### src/rtl/core/assert_macros.svh
// Assertion macros shared by the RTL that carries checks.
// Needs no package; NO_ASSERTIONS strips every check.
`ifndef ASSERT_MACROS_SVH
`define ASSERT_MACROS_SVH
`ifndef NO_ASSERTIONS
`define ASSERT_IMPLIES(label, clk, rst, a, b) \
  label: assert property (@(posedge clk) disable iff (rst) (a) |-> (b)) \
    else $error("assertion failed");
`define ASSERT_NEXT(label, clk, rst, a, b) \
  label: assert property (@(posedge clk) disable iff (rst) (a) |=> (b)) \
    else $error("assertion failed");
`else
`define ASSERT_IMPLIES(label, clk, rst, a, b)
`define ASSERT_NEXT(label, clk, rst, a, b)
`endif
`endif

### src/rtl/core/cst_pkg.sv
// Types and constants of the cuckoo set-summary table.
// Used by cst_ctrl, cst_dp and the top level.
`default_nettype none
package cst_pkg;
  localparam int BUCKETS    = 128;
  localparam int BKT_W      = 7;
  localparam int SLOTS      = 8;
  localparam int SLOT_W     = 3;
  localparam int SIG_W      = 16;
  localparam int SET_W      = 16;
  localparam int ENTRY_W    = SIG_W + SET_W;
  localparam int ROW_W      = SLOTS * ENTRY_W;
  localparam int PUSH_LIMIT = 8;
  localparam int REC_W      = 3;
  localparam int CFG_W      = 4;
  localparam logic [CFG_W-1:0] PUSH_RESET = 4'd8;

  typedef enum logic [2:0] {
    ST_MISS      = 3'd0,
    ST_HIT       = 3'd1,
    ST_DIRECT    = 3'd2,
    ST_DISPLACED = 3'd3,
    ST_BAD_ID    = 3'd4,
    ST_NO_SPACE  = 3'd5
  } status_t;

  typedef enum logic [2:0] {
    RD_PRIM  = 3'd0,
    RD_SEC   = 3'd1,
    RD_CUR   = 3'd2,
    RD_PROBE = 3'd3,
    RD_SRC   = 3'd4
  } rd_sel_t;

  typedef enum logic [1:0] {
    WR_NONE  = 2'd0,
    WR_NEW   = 2'd1,
    WR_MOVE  = 2'd2,
    WR_PLACE = 2'd3
  } wr_sel_t;

  typedef struct packed {
    logic    clr;
    logic    in_load;
    rd_sel_t rd_sel;
    wr_sel_t wr_sel;
    logic    res_cap;
    logic    walk_init;
    logic    row_lat;
    logic    i_clr;
    logic    i_inc;
    logic    found;
    logic    pick;
    logic    mv_src;
    logic    mv_step;
    logic    out_load;
  } dp_cmd_t;

  typedef struct packed {
    logic clr_last;
    logic is_add;
    logic bad_id;
    logic hit;
    logic has_empty;
    logic lim_zero;
    logic probe_last;
    logic pick_none;
    logic walk_last;
    logic mv_last;
  } dp_stat_t;
endpackage
`default_nettype wire

### src/rtl/core/cst_ctrl.sv
// Controller: sequences clearing, lookup, add and the displacement walk.
// Depends on cst_pkg; drives cst_dp by command struct.
`default_nettype none
module cst_ctrl import cst_pkg::*; (
  input  wire logic     clk,
  input  wire logic     rst,
  input  wire dp_stat_t stat,
  output dp_cmd_t       cmd,
  input  wire logic     in_valid,
  output logic          in_ready,
  output logic          out_valid,
  input  wire logic     out_ready,
  output logic [2:0]    status
);
  typedef enum logic [13:0] {
    S_CLR   = 14'b00000000000001,
    S_IDLE  = 14'b00000000000010,
    S_RD_P  = 14'b00000000000100,
    S_CHK_P = 14'b00000000001000,
    S_CHK_S = 14'b00000000010000,
    S_W_RD  = 14'b00000000100000,
    S_W_LAT = 14'b00000001000000,
    S_W_ISS = 14'b00000010000000,
    S_W_PRB = 14'b00000100000000,
    S_W_PCK = 14'b00001000000000,
    S_M_RD  = 14'b00010000000000,
    S_M_WR  = 14'b00100000000000,
    S_PLACE = 14'b01000000000000,
    S_FIN   = 14'b10000000000000
  } state_t;

  state_t  state, state_next;
  status_t st_pend, st_pend_next;

  always_comb begin
    cmd          = '0;
    cmd.rd_sel   = RD_PRIM;
    cmd.wr_sel   = WR_NONE;
    state_next   = state;
    st_pend_next = st_pend;
    in_ready     = 1'b0;
    unique case (state)
      S_CLR: begin
        cmd.clr = 1'b1;
        if (stat.clr_last) state_next = S_IDLE;
      end
      S_IDLE: begin
        in_ready = 1'b1;
        if (in_valid) begin
          cmd.in_load = 1'b1;
          state_next  = S_RD_P;
        end
      end
      S_RD_P: state_next = S_CHK_P;
      S_CHK_P: begin
        cmd.rd_sel = RD_SEC;
        if (!stat.is_add) begin
          if (stat.hit) begin
            cmd.res_cap  = 1'b1;
            st_pend_next = ST_HIT;
            state_next   = S_FIN;
          end else begin
            state_next = S_CHK_S;
          end
        end else if (stat.bad_id) begin
          st_pend_next = ST_BAD_ID;
          state_next   = S_FIN;
        end else if (stat.has_empty) begin
          cmd.wr_sel   = WR_NEW;
          st_pend_next = ST_DIRECT;
          state_next   = S_FIN;
        end else begin
          state_next = S_CHK_S;
        end
      end
      S_CHK_S: begin
        state_next = S_FIN;
        if (!stat.is_add) begin
          cmd.res_cap  = 1'b1;
          st_pend_next = stat.hit ? ST_HIT : ST_MISS;
        end else if (stat.has_empty) begin
          cmd.wr_sel   = WR_NEW;
          st_pend_next = ST_DIRECT;
        end else if (stat.lim_zero) begin
          st_pend_next = ST_NO_SPACE;
        end else begin
          cmd.walk_init = 1'b1;
          state_next    = S_W_RD;
        end
      end
      S_W_RD: begin
        cmd.rd_sel = RD_CUR;
        state_next = S_W_LAT;
      end
      S_W_LAT: begin
        cmd.row_lat = 1'b1;
        cmd.i_clr   = 1'b1;
        state_next  = S_W_ISS;
      end
      S_W_ISS: begin
        cmd.rd_sel = RD_PROBE;
        state_next = S_W_PRB;
      end
      S_W_PRB: begin
        if (stat.has_empty) begin
          cmd.found  = 1'b1;
          state_next = S_M_RD;
        end else if (stat.probe_last) begin
          state_next = S_W_PCK;
        end else begin
          cmd.i_inc  = 1'b1;
          state_next = S_W_ISS;
        end
      end
      S_W_PCK: begin
        if (stat.pick_none) begin
          st_pend_next = ST_NO_SPACE;
          state_next   = S_FIN;
        end else begin
          cmd.pick = 1'b1;
          if (stat.walk_last) begin
            st_pend_next = ST_NO_SPACE;
            state_next   = S_FIN;
          end else begin
            state_next = S_W_RD;
          end
        end
      end
      S_M_RD: begin
        cmd.rd_sel = RD_SRC;
        cmd.mv_src = 1'b1;
        state_next = S_M_WR;
      end
      S_M_WR: begin
        cmd.wr_sel  = WR_MOVE;
        cmd.mv_step = 1'b1;
        state_next  = stat.mv_last ? S_PLACE : S_M_RD;
      end
      S_PLACE: begin
        cmd.wr_sel   = WR_PLACE;
        st_pend_next = ST_DISPLACED;
        state_next   = S_FIN;
      end
      S_FIN: begin
        if (!out_valid || out_ready) begin
          cmd.out_load = 1'b1;
          state_next   = S_IDLE;
        end
      end
      default: state_next = S_CLR;
    endcase
  end

  always_ff @(posedge clk) begin
    if (rst) begin
      state     <= S_CLR;
      out_valid <= 1'b0;
    end else begin
      state <= state_next;
      if (cmd.out_load) out_valid <= 1'b1;
      else if (out_ready) out_valid <= 1'b0;
    end
  end

  always_ff @(posedge clk) begin
    st_pend <= st_pend_next;
    if (cmd.out_load) status <= st_pend;
  end
endmodule
`default_nettype wire

### config.mk
export PLATFORM = sky130hd
export DESIGN_NAME = cst_ctrl
export DESIGN_NICKNAME = d
export VERILOG_FILES = /design/src/rtl/core/assert_macros.svh /design/src/rtl/core/cst_pkg.sv /design/src/rtl/core/cst_ctrl.sv
export SDC_FILE = /design/constraint.sdc
export NUM_CORES = 1
export LEC_CHECK = 0
export ABC_CLOCK_PERIOD_IN_PS = 2000
export BUFFER_PORTS_ARGS = -buffer_cell sky130_fd_sc_hd__buf_2
export CORE_ASPECT_RATIO = 1.5
export CORE_MARGIN = 2
export CORE_UTILIZATION = 35
export CTS_BUF_LIST = sky130_fd_sc_hd__clkbuf_8 sky130_fd_sc_hd__clkbuf_16
export CTS_CLUSTER_DIAMETER = 60
export CTS_CLUSTER_SIZE = 12
export DETAILED_ROUTE_END_ITERATION = 8
export PLACE_DENSITY = 0.58
export SLEW_MARGIN = 5
export SYNTH_ARGS = -nofsm -noshare
export SYNTH_HDL_FRONTEND = slang
export SYNTH_SLANG_ARGS = --single-unit
export TNS_END_PERCENT = 30
### constraint.sdc
create_clock -name clk -period 2 [get_ports clk]
set_input_delay 0.2 -clock clk [delete_from_list [all_inputs] [get_ports clk]]
set_output_delay 0.2 -clock clk [all_outputs]
set_load 0.01 [all_outputs]
==> results.md, run 1 <==
* First-pass GRT wire length at 6.78 mm
* Slowest stage delay, CP at 0.38 ns
* N_diodes at 0
* Synth-to-layout area growth at 44.1%
* Dpl ws at between 0.03 and 0.04 ns
* Inst Count DP at between 200 and 300
* Initial DRC Count at 50
* Part of the power in registers at 0.454
* Placement Cell Area at around 1700 µm²
* RSZ-0062 raised after global routing: true
* Worst hold-check slack at 0.196 ns
* Hold/Removal Path Class: input port to flop
* Cts hold-fix bufs at 0
* Comb pwr share at 0.261
* Distinct cells, synth at between 40 and 50
* Sw Ratio at 0.301
* Worst-Margin Slew at 0.361 ns
* Final instance area at 2020 µm²
* PortBufs at 35
* Post-synth ARST share at 0
* Total grt overflow at 0
* Worst reg-to-reg setup slack at 0.01 ns
* Endpoints failing hold at 0
* Total CTS buffers at 3
* DPL Wire Length at ~3.1 mm
* Final period utilization at 0.994
* Synth Cell Area at ~1400 µm²
* Status: finished, final reports clean
* Routed wire length at roughly 4.4 mm
* Die width at about 56 µm
* Vias/cell at 5.56
* Arrival @ worst endpoint at 2.15 ns
* Final worst slack at approximately 0.012 ns
* Routed len/inst at 16.0 µm
* Initial core utilization at 0.360
* Initial antenna violation count at 0
* Max cap viols at 0
* CP delay by family, top: simple AND/OR/NAND/NOR gates
* Reg2reg path depth at 7
* CP Launch Point: state[0]$_SDFFE_PP1P_
* Final setup fails at 0
* Syn_area_per_cell at 8.23 µm²
* Minimum clock period at 1.99 ns
* Total Routing Usage GR at 0.190
* Worst vdd ir at 397 µV
* TritonCTS clock tree: built
* Die area at 4530 µm²
* Final Skew at 0.00177 ns
* WP buf/inv at 2
* Finished Layout Cells at 276
* Area of the core at 3890 µm²
* H-tree levels at 1
* Pwr per Cell Area at 508 nW/µm²
* Fmax at 503 MHz
* Die height at 81.4 µm
* Clk root buf: clkbuf_8
* Most frequent CP cell: buf_4
* Clk_lat worst skew at 0.27 ns
* Largest net degree at the start of global routing at 13
* Total number of vias at 1534
* Critical path launch point type: flop
* Clock Power Share at 0.286
* CP Capture Type: flop
* Number of global-route vias before repair at 1435
* Static Leak at slightly below 0.0009 µW
* Maximum clock path buffer count at 2
* Required time of the critical path at 2.16 ns
* # IOs at 36
* Synth Register Bits at 21
* Net Switching at 308 µW
* Setup CP Type: flop to flop
* CP cell instances: nor4_4, buf_4, buf_4, nand3_1, o32a_1, a41o_4, or2_1
* Site Rows at 28
* Final nets at between 200 and 250
* Clock sinks at 21
* Sequential cell area fraction in the yosys report at 0.343
* Reg2Reg Launch Point: state[0]$_SDFFE_PP1P_
* Synth warn at 0
* Slew Limit Fails at 0
* Crit-path slowest cell: dfxtp_4
* First drt pass iteration count at 4
* DRC viols at 0
* EDFF count, synth at 6
* Hold Path Origin: stat[0]
* Crit path depth at 7
* Rel. slew slack at 0.758
* P_int at 715 µW
* Ys flop type: dfxtp_1
* Final ANT Viol Nets at 0
* FF-to-FF End: state[0]$_SDFFE_PP1P_
* Crit-path max FO at 6
* Clock slew at reported path FFs at 0.08 ns
* Syn nets at 184
* Mapped Cells at 170
* Critical path endpoint: state[0]$_SDFFE_PP1P_
* Routability-driven placement congestion ratio at 0.879
* Layout cells sized above 1 at 0.489
==> kinds of logic after synthesis <==
family                 Yosys count  synth area share
AND/OR/NAND/NOR                 98             0.426
XOR/XNOR                         6            0.0376
multiplexers                     1           0.00805
buffers and inverters           17            0.0590
AO/OA/AOI/OAI                   27             0.126
flip-flops                      21             0.343
==> metrics by stage <==
| step | TNS [ns] | power (µW) | utilization |
|---|---|---|---|
| 2_1_floorplan | 0 | 604 | - |
| 3_3_place_gp | 0 | 673 | 0.449 |
| 3_5_place_dp | 0 | 674 | 0.449 |
| 4_1_cts | -0.331 | 974 | 0.483 |
| 5_1_grt | -0.327 | 1070 | 0.518 |
| 6_report | 0 | 1020 | 0.518 |
==> worst register-to-register path, stage by stage (launching register included) <==
cell,delay (ns)
dfxtp_4,0.38
nor4_4,0.34
buf_4,0.20
buf_4,0.10
nand3_1,0.06
o32a_1,0.33
a41o_4,0.25
or2_1,0.22
==> registers in the layout, summed over array words and instances, names as in the netlist <==
register,cells
out_valid,1
st_pend,3
state,14
status,3
==> power groups by stage <==
stage	logic (µW)	clock network [µW]	registers, µW
2_1_floorplan	148	0	456
3_3_place_gp	202	0	471
3_5_place_dp	202	0	472
4_1_cts	218	294	463
5_1_grt	291	313	466
6_report	267	292	464
==> cell usage after synthesis (3+ instances only) <==
library cell	count	area [µm²]
inv_1	5	18.8
buf_2	3	15.0
nand2_1	11	41.3
o21ai_0	9	45.0
nand4_1	7	43.8
nor4_1	3	18.8
a21oi_1	9	45.0
nor2_1	20	75.1
and2_1	3	18.8
edfxtp_1	6	180
xor2_1	4	35.0
nor4b_1	5	43.8
dfxtp_1	15	300
or3_1	3	18.8
and3_1	4	25.0
nand2b_1	4	25.0
nor3_1	11	55.1
nand3_1	7	35.0
nor2b_1	4	25.0
clkbuf_1	6	22.5
==> placed cells by master (no fill, tap or decap), types with 3 or more instances in the layout <==
master,netlist,routed
xor2_1,4,4
buf_4,2,32
nand2b_1,4,4
dfxtp_1,15,6
dfxtp_2,0,7
nor4_4,2,3
buf_2,3,35
nor2_1,20,18
nor4_2,2,3
and3_1,4,3
inv_1,5,5
nor2b_1,4,3
edfxtp_1,6,6
and2_1,3,3
nand4_1,7,7
o21ai_0,9,7
clkbuf_8,0,3
nand2_1,11,9
nand3_1,7,5
a21oi_1,9,8
or3_1,3,3
nor3_2,2,5
nor3_1,11,8
nor4b_1,5,3
==> area by class of cell <==
class	instances	area, µm²
sequential	21	497
timing repair buffer	68	427
inverter	5	18.8
clock inverter	1	5.00
clock buffer	3	41.3
fill	373	1870
multi-input combinational	133	971
tap	45	56.3
==> worst min path at each step <==
stage                     cells past startpoint                endpoint  slack [ns]
after floorplan                               1  out_valid$_SDFFE_PP0P_        0.27
after global placement                        0     status[2]$_DFFE_PP_        0.41
after detailed placement                      0     status[2]$_DFFE_PP_        0.41
after CTS                                     2  state[12]$_SDFFE_PP0P_        0.20
after global routing                          2  state[12]$_SDFFE_PP0P_        0.20
final                                         2  state[12]$_SDFFE_PP0P_        0.20
==> metal layers <==
| metal | vias up | GRT usage | wire length [µm] |
|---|---|---|---|
| met5 | - | 0 | 0 |
| met4 | 0 | 0.0878 | 175 |
| met3 | 17 | 0.0268 | 254 |
| met2 | 60 | 0.368 | 2310 |
| met1 | 710 | 0.203 | 1670 |
| li1 | 747 | - | - |
==> what timing repair did <==
action	4_1_cts	5_1_grt
endpoints found under the setup margin	10	24
buffers inserted	6	4
gates cloned	0	1
pin swaps	4	9
resized for setup	15	23
Power figures use the tool's default switching activity.
==> run 2, diff against run 1 <==
Settings changed: ABC_AREA from default to 1, BUFFER_PORTS_ARGS -buffer_cell sky130_fd_sc_hd__buf_2 to default, DONT_BUFFER_PORTS from default to 1, PLACE_DENSITY 0.58 to 0.5.
==> run 2 against run 1 <==
  * Non-clock buffer count shrank 61
  * Worst hold slack got worse by 0.14 ns
  * First-iteration DRC count down 54%
  * Critical endpoint is now cmd[10]
  * Largest power group unchanged
  * Utilization shrank 10 points
  * Via count shrank 24%
==> results.md, run 2 <==
* Final ANT Viol Nets at 0 (unchanged)
* Inst Count DP at 236 (-9.6%)
* Final nets at 215 (-13%)
* FF-to-FF End: st_pend[0]$_DFFE_PP_
* CP Launch Point: state[13]$_SDFFE_PP0P_
* Die height at 77.2 µm (-5.2%)
* P_int at 637 µW (-11%)
* Setup_tns at 0 ns (unchanged)
* Sw Ratio at 0.283 (-0.0181)
* Die width at 52.8 µm (-5.1%)
* Initial antenna violation count at 0 (unchanged)
* Required time of the critical path at 1.80 ns (-0.36 ns)
* Critical path launch point type: flop
* Cell with the most instances after synthesis: nor2_1
* Syn nets at 205 (+11%)
* Minimum clock period at 1.86 ns (-0.128 ns)
* Max FFs per register at 14 (unchanged)
* Hold Crit Endpoint: state[12]$_SDFFE_PP0P_
* Adder-Cell Fraction of Synth Area at 0 (unchanged)
* Routability-driven placement congestion ratio at 0.873 (-0.76%)
* Pwr per Cell Area at 623 nW/µm² (+23%)
* Worst-Margin Slew at 0.309 ns (-0.0517 ns)
* List of most frequent post-synthesis cells: 49 x nor2_1, 37 x nand2_1, 36 x inv_1, 15 x dfxtp_1, 8 x nand3_1
* N_diodes at 0 (unchanged)
* Setup CP Type: flop to output port
* Final setup fails at 0 (unchanged)
* Clock sinks at 21 (unchanged)
* Ys flop type: dfxtp_1
* Top cell type's share of synthesized area at 0.240 (+0.0256)
* Reg2reg path depth at 7 (unchanged)
* Leading cell type in the layout, fill and taps excluded: nor2_1
* Post-synthesis xor/xnor area fraction at 0 (-0.0376)
* Post-synth ARST share at 0 (unchanged)
* Area of the core at 3420 µm² (-12%)
* Initial DRC Count at 23 (-54%)
* Clk root buf: clkbuf_8
* Final Skew at 0.00371 ns (+0.00194 ns)
* Slew Limit Fails at 0 (unchanged)
* Total grt overflow at 0 (unchanged)
* H-tree levels at 1 (unchanged)
* Hold/Removal Path Class: input port to flop
* Reg2Reg Launch Point: state[0]$_SDFFE_PP1P_
* Synth Register Bits at 21 (unchanged)
* Endpoints failing hold at 0 (unchanged)
* Total number of vias at 1169 (-24%)
* Vias/cell at 4.83 (-13%)
* Sequential cell area fraction in the yosys report at 0.384 (+0.0409)
* Largest net degree at the start of global routing at 12 (-1)
* TritonCTS clock tree: built
* Layout cells sized above 1 at 0.150 (-0.339)
* Hold path cells at 2 (unchanged)
* Routed wire length at 2.97 mm (-33%)
* Placement Cell Area at 1330 µm² (-24%)
* Top cells by area, synth: dfxtp_1 24%, nor2_1 15%, edfxtp_1 14%
* Crit-path max FO at 8 (+2)
* EDFF count, synth at 6 (unchanged)
* RSZ-0062 raised after global routing: false
* CP Capture Type: output port
* Arrival @ worst endpoint at 1.66 ns (-0.49 ns)
* Final period utilization at 0.930 (-0.0640)
* Pwr Total at 888 µW (-13%)
* Finished Layout Cells at 242 (-12%)
* Initial core utilization at 0.366 (+0.00622)
* Final Core Density at 0.417 (-0.101)
* Compound-gate portion of the synthesized area at 0.0771 (-0.0490)
* Mapped Cells at 191 (+12%)
* Worst vdd ir at 231 µV (-42%)
* Die area at 4080 µm² (-10%)
* # IOs at 36 (unchanged)
* Maximum clock path buffer count at 2 (unchanged)
* Total CTS buffers at 3 (unchanged)
* Commonest non-fill, non-tap cells in the layout: 44 x nor2_1, 37 x inv_1, 36 x nand2_1
* First drt pass iteration count at 5 (+1)
* Synth-to-layout area growth at 14.0%
* Number of global-route vias before repair at 1075 (-25%)
* Top reg by flops: state
* Simple-gate share of the synthesized area at 0.415 (-0.0103)
* Syn_area_per_cell at 6.54 µm² (-20%)
* Synth warn at 0 (unchanged)
* Clock slew at reported path FFs at 0.07 ns (about the same)
* Clock Power Share at 0.307 (+0.021)
* PortBufs at 0 (-100%)
* Total Routing Usage GR at 0.156 (-0.0341)
* Worst reg-to-reg setup slack at 0.22 ns (+0.21 ns)
* Largest family of logic cells by synthesized area: simple AND/OR/NAND/NOR gates
* Max cap viols at 0 (unchanged)
* Hold Path Origin: stat[0]
* Fmax at 538 MHz (+6.9%)
* First-pass GRT wire length at 4.70 mm (-31%)
* Fill cell count at 366 (-1.9%)
* Comb pwr share at 0.182 (-0.079)
* Net Switching at 251 µW (-18%)
* Mux contribution to synthesized area at 0 (-0.00805)
* Distinct cells, synth at 25 (-43%)
* Biggest registers after layout: state (14), st_pend (3), status (3)
* Static Leak at 0.000675 µW (-24%)
* Dominant cell type by area after synthesis: dfxtp_1
* Clk_lat worst skew at 0.26 ns (about the same)
* Rel. slew slack at 0.792 (+0.0341)
* Synth Cell Area at 1250 µm² (-11%)
* Status: finished, final reports clean
* DRC viols at 0 (unchanged)
* Part of the power in registers at 0.511 (+0.057)
* Final instance area at 1430 µm² (-29%)
* Routed len/inst at 12.3 µm (-23%)
* DPL Wire Length at 2.44 mm (-22%)
* Site Rows at 26 (-7.1%)
[run 2: cell count changes after synthesis, moves of 6 or more]
cell / delta
clkbuf_1: -6
nand2_2: +7
nand2_1: +26
a21oi_1: -7
inv_1: +31
nor3_1: -8
nor2_1: +29
[run 2: final cells by class]
type,instances,area (µm²),area share
timing repair buffer,7,57.6,0.0404
clock inverter,1,3.75,0.00263
inverter,37,139,0.0975
sequential,21,480,0.337
tap,42,52.6,0.0369
multi-input combinational,131,651,0.457
clock buffer,3,41.3,0.0290
[run 2: worst max-delay path, stage by stage (launching register included)]
cell and delay, ns:
dfxtp_1 0.31, nor2_1 0.16, nand2_1 0.15, nor2_4 0.14
buf_4 0.16, nand2_1 0.12, o31ai_2 0.19, buf_4 0.15
[run 2: worst max path at each step]
stage | end | slack [ns] | depth (start not counted)
2_1_floorplan | st_pend[0]$_DFFE_PP_ | 0.29 | 7
3_3_place_gp | state[4]$_SDFFE_PP0P_ | 0.18 | 12
3_5_place_dp | st_pend[2]$_DFFE_PP_ | 0.08 | 7
4_1_cts | cmd[10] | 0.005 | 7
5_1_grt | cmd[10] | 0.007 | 7
6_report | cmd[10] | 0.14 | 7
[run 2: repair_timing]
action | CTS | global route
hold buffers | 1 | 1
endpoints found under the hold margin | 2 | 3
setup buffers | 0 | 0
resized for setup | 0 | 11
setup endpoints to repair | 0 | 7
[run 2: metrics by stage]
step           setup WS (ns)  hold WS, ns
2_1_floorplan          0.294        0.269
3_3_place_gp           0.176        0.271
3_5_place_dp          0.0844        0.273
4_1_cts              0.00462     0.000245
5_1_grt              0.00658       0.0558
6_report               0.140       0.0552
[run 2: power groups by stage]
stage          clock [µW]  combinational [µW]  sequential [µW]
2_1_floorplan           0                 129              462
3_3_place_gp            0                 154              463
3_5_place_dp            0                 155              464
4_1_cts               283                 158              454
5_1_grt               305                 182              455
6_report              273                 161              454
[run 2: cells by family after synthesis]
| group | Yosys count |
|---|---|
| and+or+nand+nor | 115 |
| DFF | 21 |
| AOI/OAI and AO/OA | 16 |
| buffers and inverters | 39 |
[run 2: layer usage]
metal	GRT usage	part of all wire	up-vias	wire, µm
met4	0.0744	0.028	0	82
met3	0.0272	0.046	8	136
li1	-	-	604	-
met5	0	0	-	0
met2	0.260	0.51	42	1520
met1	0.187	0.41	515	1230
==> run 3, diff against run 2 <==
Settings changed: SETUP_SLACK_MARGIN from default to 0.15.
==> run 3 against run 2 <==
  * Wire length grew 0.40%
  * Sequential share of layout area down 1.7 points
  * Combinational power increased by 17%
  * Largest power group unchanged
  * Power increased by 3.7%
==> results.md, run 3 (synthesis results as in run 2) <==
* Number of global-route vias before repair at 1100 (+2.3%)
* DRC viols at 0 (unchanged)
* Status: finished, final reports clean
* Commonest non-fill, non-tap cells in the layout: 41 x nor2_1, 37 x inv_1, 34 x nand2_1
* Pwr per Cell Area at 611 nW/µm² (-1.9%)
* N_diodes at 0 (unchanged)
* Area of the core at 3420 µm² (unchanged)
* CP Capture Type: output port
* CP Launch Point: state[13]$_SDFFE_PP0P_
* Clock sinks at 21 (unchanged)
* P_int at 658 µW (+3.4%)
* Initial DRC Count at 21 (-8.7%)
* Placement Cell Area at 1330 µm² (unchanged)
* Total grt overflow at 0 (unchanged)
* TritonCTS clock tree: built
* Final Skew at 0.00346 ns (-0.000253 ns)
* Largest net degree at the start of global routing at 12 (unchanged)
* Initial core utilization at 0.366 (unchanged)
* Clk root buf: clkbuf_8
* Initial antenna violation count at 0 (unchanged)
* H-tree levels at 1 (unchanged)
* Site Rows at 26 (unchanged)
* Die height at 77.2 µm (unchanged)
* FF-to-FF End: state[4]$_SDFFE_PP0P_
* Maximum clock path buffer count at 2 (unchanged)
* Critical path endpoint: cmd[10]
* Max cap viols at 0 (unchanged)
* Total Routing Usage GR at 0.157 (+0.000771)
* Fmax at 572 MHz (+6.4%)
* Clk_lat worst skew at 0.26 ns (about the same)
* Die area at 4080 µm² (unchanged)
* Sw Ratio at 0.285 (+0.00235)
* Endpoints failing hold at 0 (unchanged)
* Setup_tns at 0 ns (unchanged)
* Final setup fails at 0 (unchanged)
* Net Switching at 263 µW (+4.6%)
* Max FFs per register at 14 (unchanged)
* Static Leak at 0.000711 µW (+5.3%)
* # IOs at 36 (unchanged)
* Clock slew at reported path FFs at 0.07 ns (about the same)
* Synth-to-layout area growth at 20.5%
* Minimum clock period at 1.75 ns (-0.113 ns)
* Slew Limit Fails at 0 (unchanged)
* Die width at 52.8 µm (unchanged)
* Routed wire length at 2.99 mm (+0.40%)
* Comb pwr share at 0.206 (+0.024)
* Hold/Removal Path Class: input port to flop
* Required time of the critical path at 1.80 ns (about the same)
* Layout cells sized above 1 at 0.188 (+0.0381)
* Leading cell type in the layout, fill and taps excluded: nor2_1
* Part of the power in registers at 0.497 (-0.014)
* Top reg by flops: state
* Total CTS buffers at 3 (unchanged)
* Clock Power Share at 0.297 (-0.010)
* Final worst slack at 0.252 ns (+0.113 ns)
* Worst vdd ir at 288 µV (+24%)
* First-pass GRT wire length at 4.73 mm (+0.74%)
* Worst-Margin Slew at 0.316 ns (+0.00640 ns)
* Pwr Total at 921 µW (+3.7%)
* Rel. slew slack at 0.787 (-0.00431)
* Setup CP Type: flop to output port
* Final instance area at 1510 µm² (+5.7%)
* First drt pass iteration count at 4 (-1)
* Worst reg-to-reg setup slack at 0.26 ns (+0.04 ns)
* Final period utilization at 0.874 (-0.0563)
* DPL Wire Length at 2.44 mm (unchanged)
* Routed len/inst at 12.2 µm (-0.42%)
* Dpl ws at 0.0844 ns (unchanged)
* Critical path launch point type: flop
* Final ANT Viol Nets at 0 (unchanged)
* Routability-driven placement congestion ratio at 0.873 (unchanged)
* Crit-path max FO at 8 (unchanged)
* Arrival @ worst endpoint at 1.55 ns (-0.11 ns)
* Reg2Reg Launch Point: state[3]$_SDFFE_PP0P_
* Final Core Density at 0.441 (+0.0238)
* Biggest registers after layout: state (14), st_pend (3), status (3)
* RSZ-0062 raised after global routing: false
* Vias/cell at 4.85 (+0.45%)
* Total number of vias at 1184 (+1.3%)
* PortBufs at 0 (unchanged)
* Reg2reg path depth at 10 (+3)
* Final nets at 217 (+0.93%)
[run 3: cell types whose count changed in the layout (fill, tap and decap cells not counted)]
cell / before / now
buf_12: 0 / 1
buf_6: 0 / 1
dfxtp_1: 15 / 14
dfxtp_2: 0 / 1
nand2_1: 36 / 34
nand2_4: 0 / 2
nor2_1: 44 / 41
nor2_2: 6 / 5
nor2_4: 1 / 5
nor3_2: 1 / 0
nor3_4: 0 / 1
[run 3: per-layer routing]
metal  track usage  wire length (µm)  up-vias
li1              -                 -      610
met1         0.188              1240      531
met2         0.261              1530       37
met3        0.0272               140        6
met4        0.0744                73        0
met5             0                 0        -
[run 3: what timing repair did]
item                                    in CTS  in global routing
endpoints found under the setup margin       5                 15
resized for setup                            5                 20
endpoints found under the hold margin        2                  3
hold buffers                                 1                  1
setup buffers                                0                  2
pin swaps                                    0                  3
[run 3: layout make-up]
type                       count  area, µm²
sequential                    21        482
timing repair buffer           9       88.8
fill                         360       1910
clock buffer                   3       41.3
tap                           42       52.6
clock inverter                 1       3.75
multi-input combinational    131        699
inverter                      37        139
[run 3: worst max-delay path: stages (launching register included)]
cell and delay, ns:
dfxtp_1 0.32, nor2_2 0.15, nand2_2 0.10, nor2_4 0.13, buf_6 0.14, nand2_2 0.08, o31ai_2 0.20, buf_4 0.16
[run 3: power by group through the flow]
stage	combinational [µW]	sequential, µW	clock (µW)
CTS	158	454	283
detailed placement	155	464	0
finish	189	457	274
global placement	154	463	0
global route	211	458	305
floorplan	129	462	0
[run 3: how the worst min path moves through the flow]
stage | end | cells after the start | start | slack [ns]
after floorplan | out_valid$_SDFFE_PP0P_ | 1 | rst | 0.27
after global placement | out_valid$_SDFFE_PP0P_ | 1 | rst | 0.27
after detailed placement | out_valid$_SDFFE_PP0P_ | 1 | rst | 0.27
after CTS | state[12]$_SDFFE_PP0P_ | 1 | rst | 0.0002
after global routing | state[12]$_SDFFE_PP0P_ | 2 | stat[0] | 0.06
final | state[12]$_SDFFE_PP0P_ | 2 | stat[0] | 0.05
[run 3: through the flow]
stage	hold WS (ns)	instances
2_1_floorplan	0.269	191
3_3_place_gp	0.271	236
3_5_place_dp	0.273	236
4_1_cts	0.000245	241
5_1_grt	0.0558	244
6_report	0.0542	244
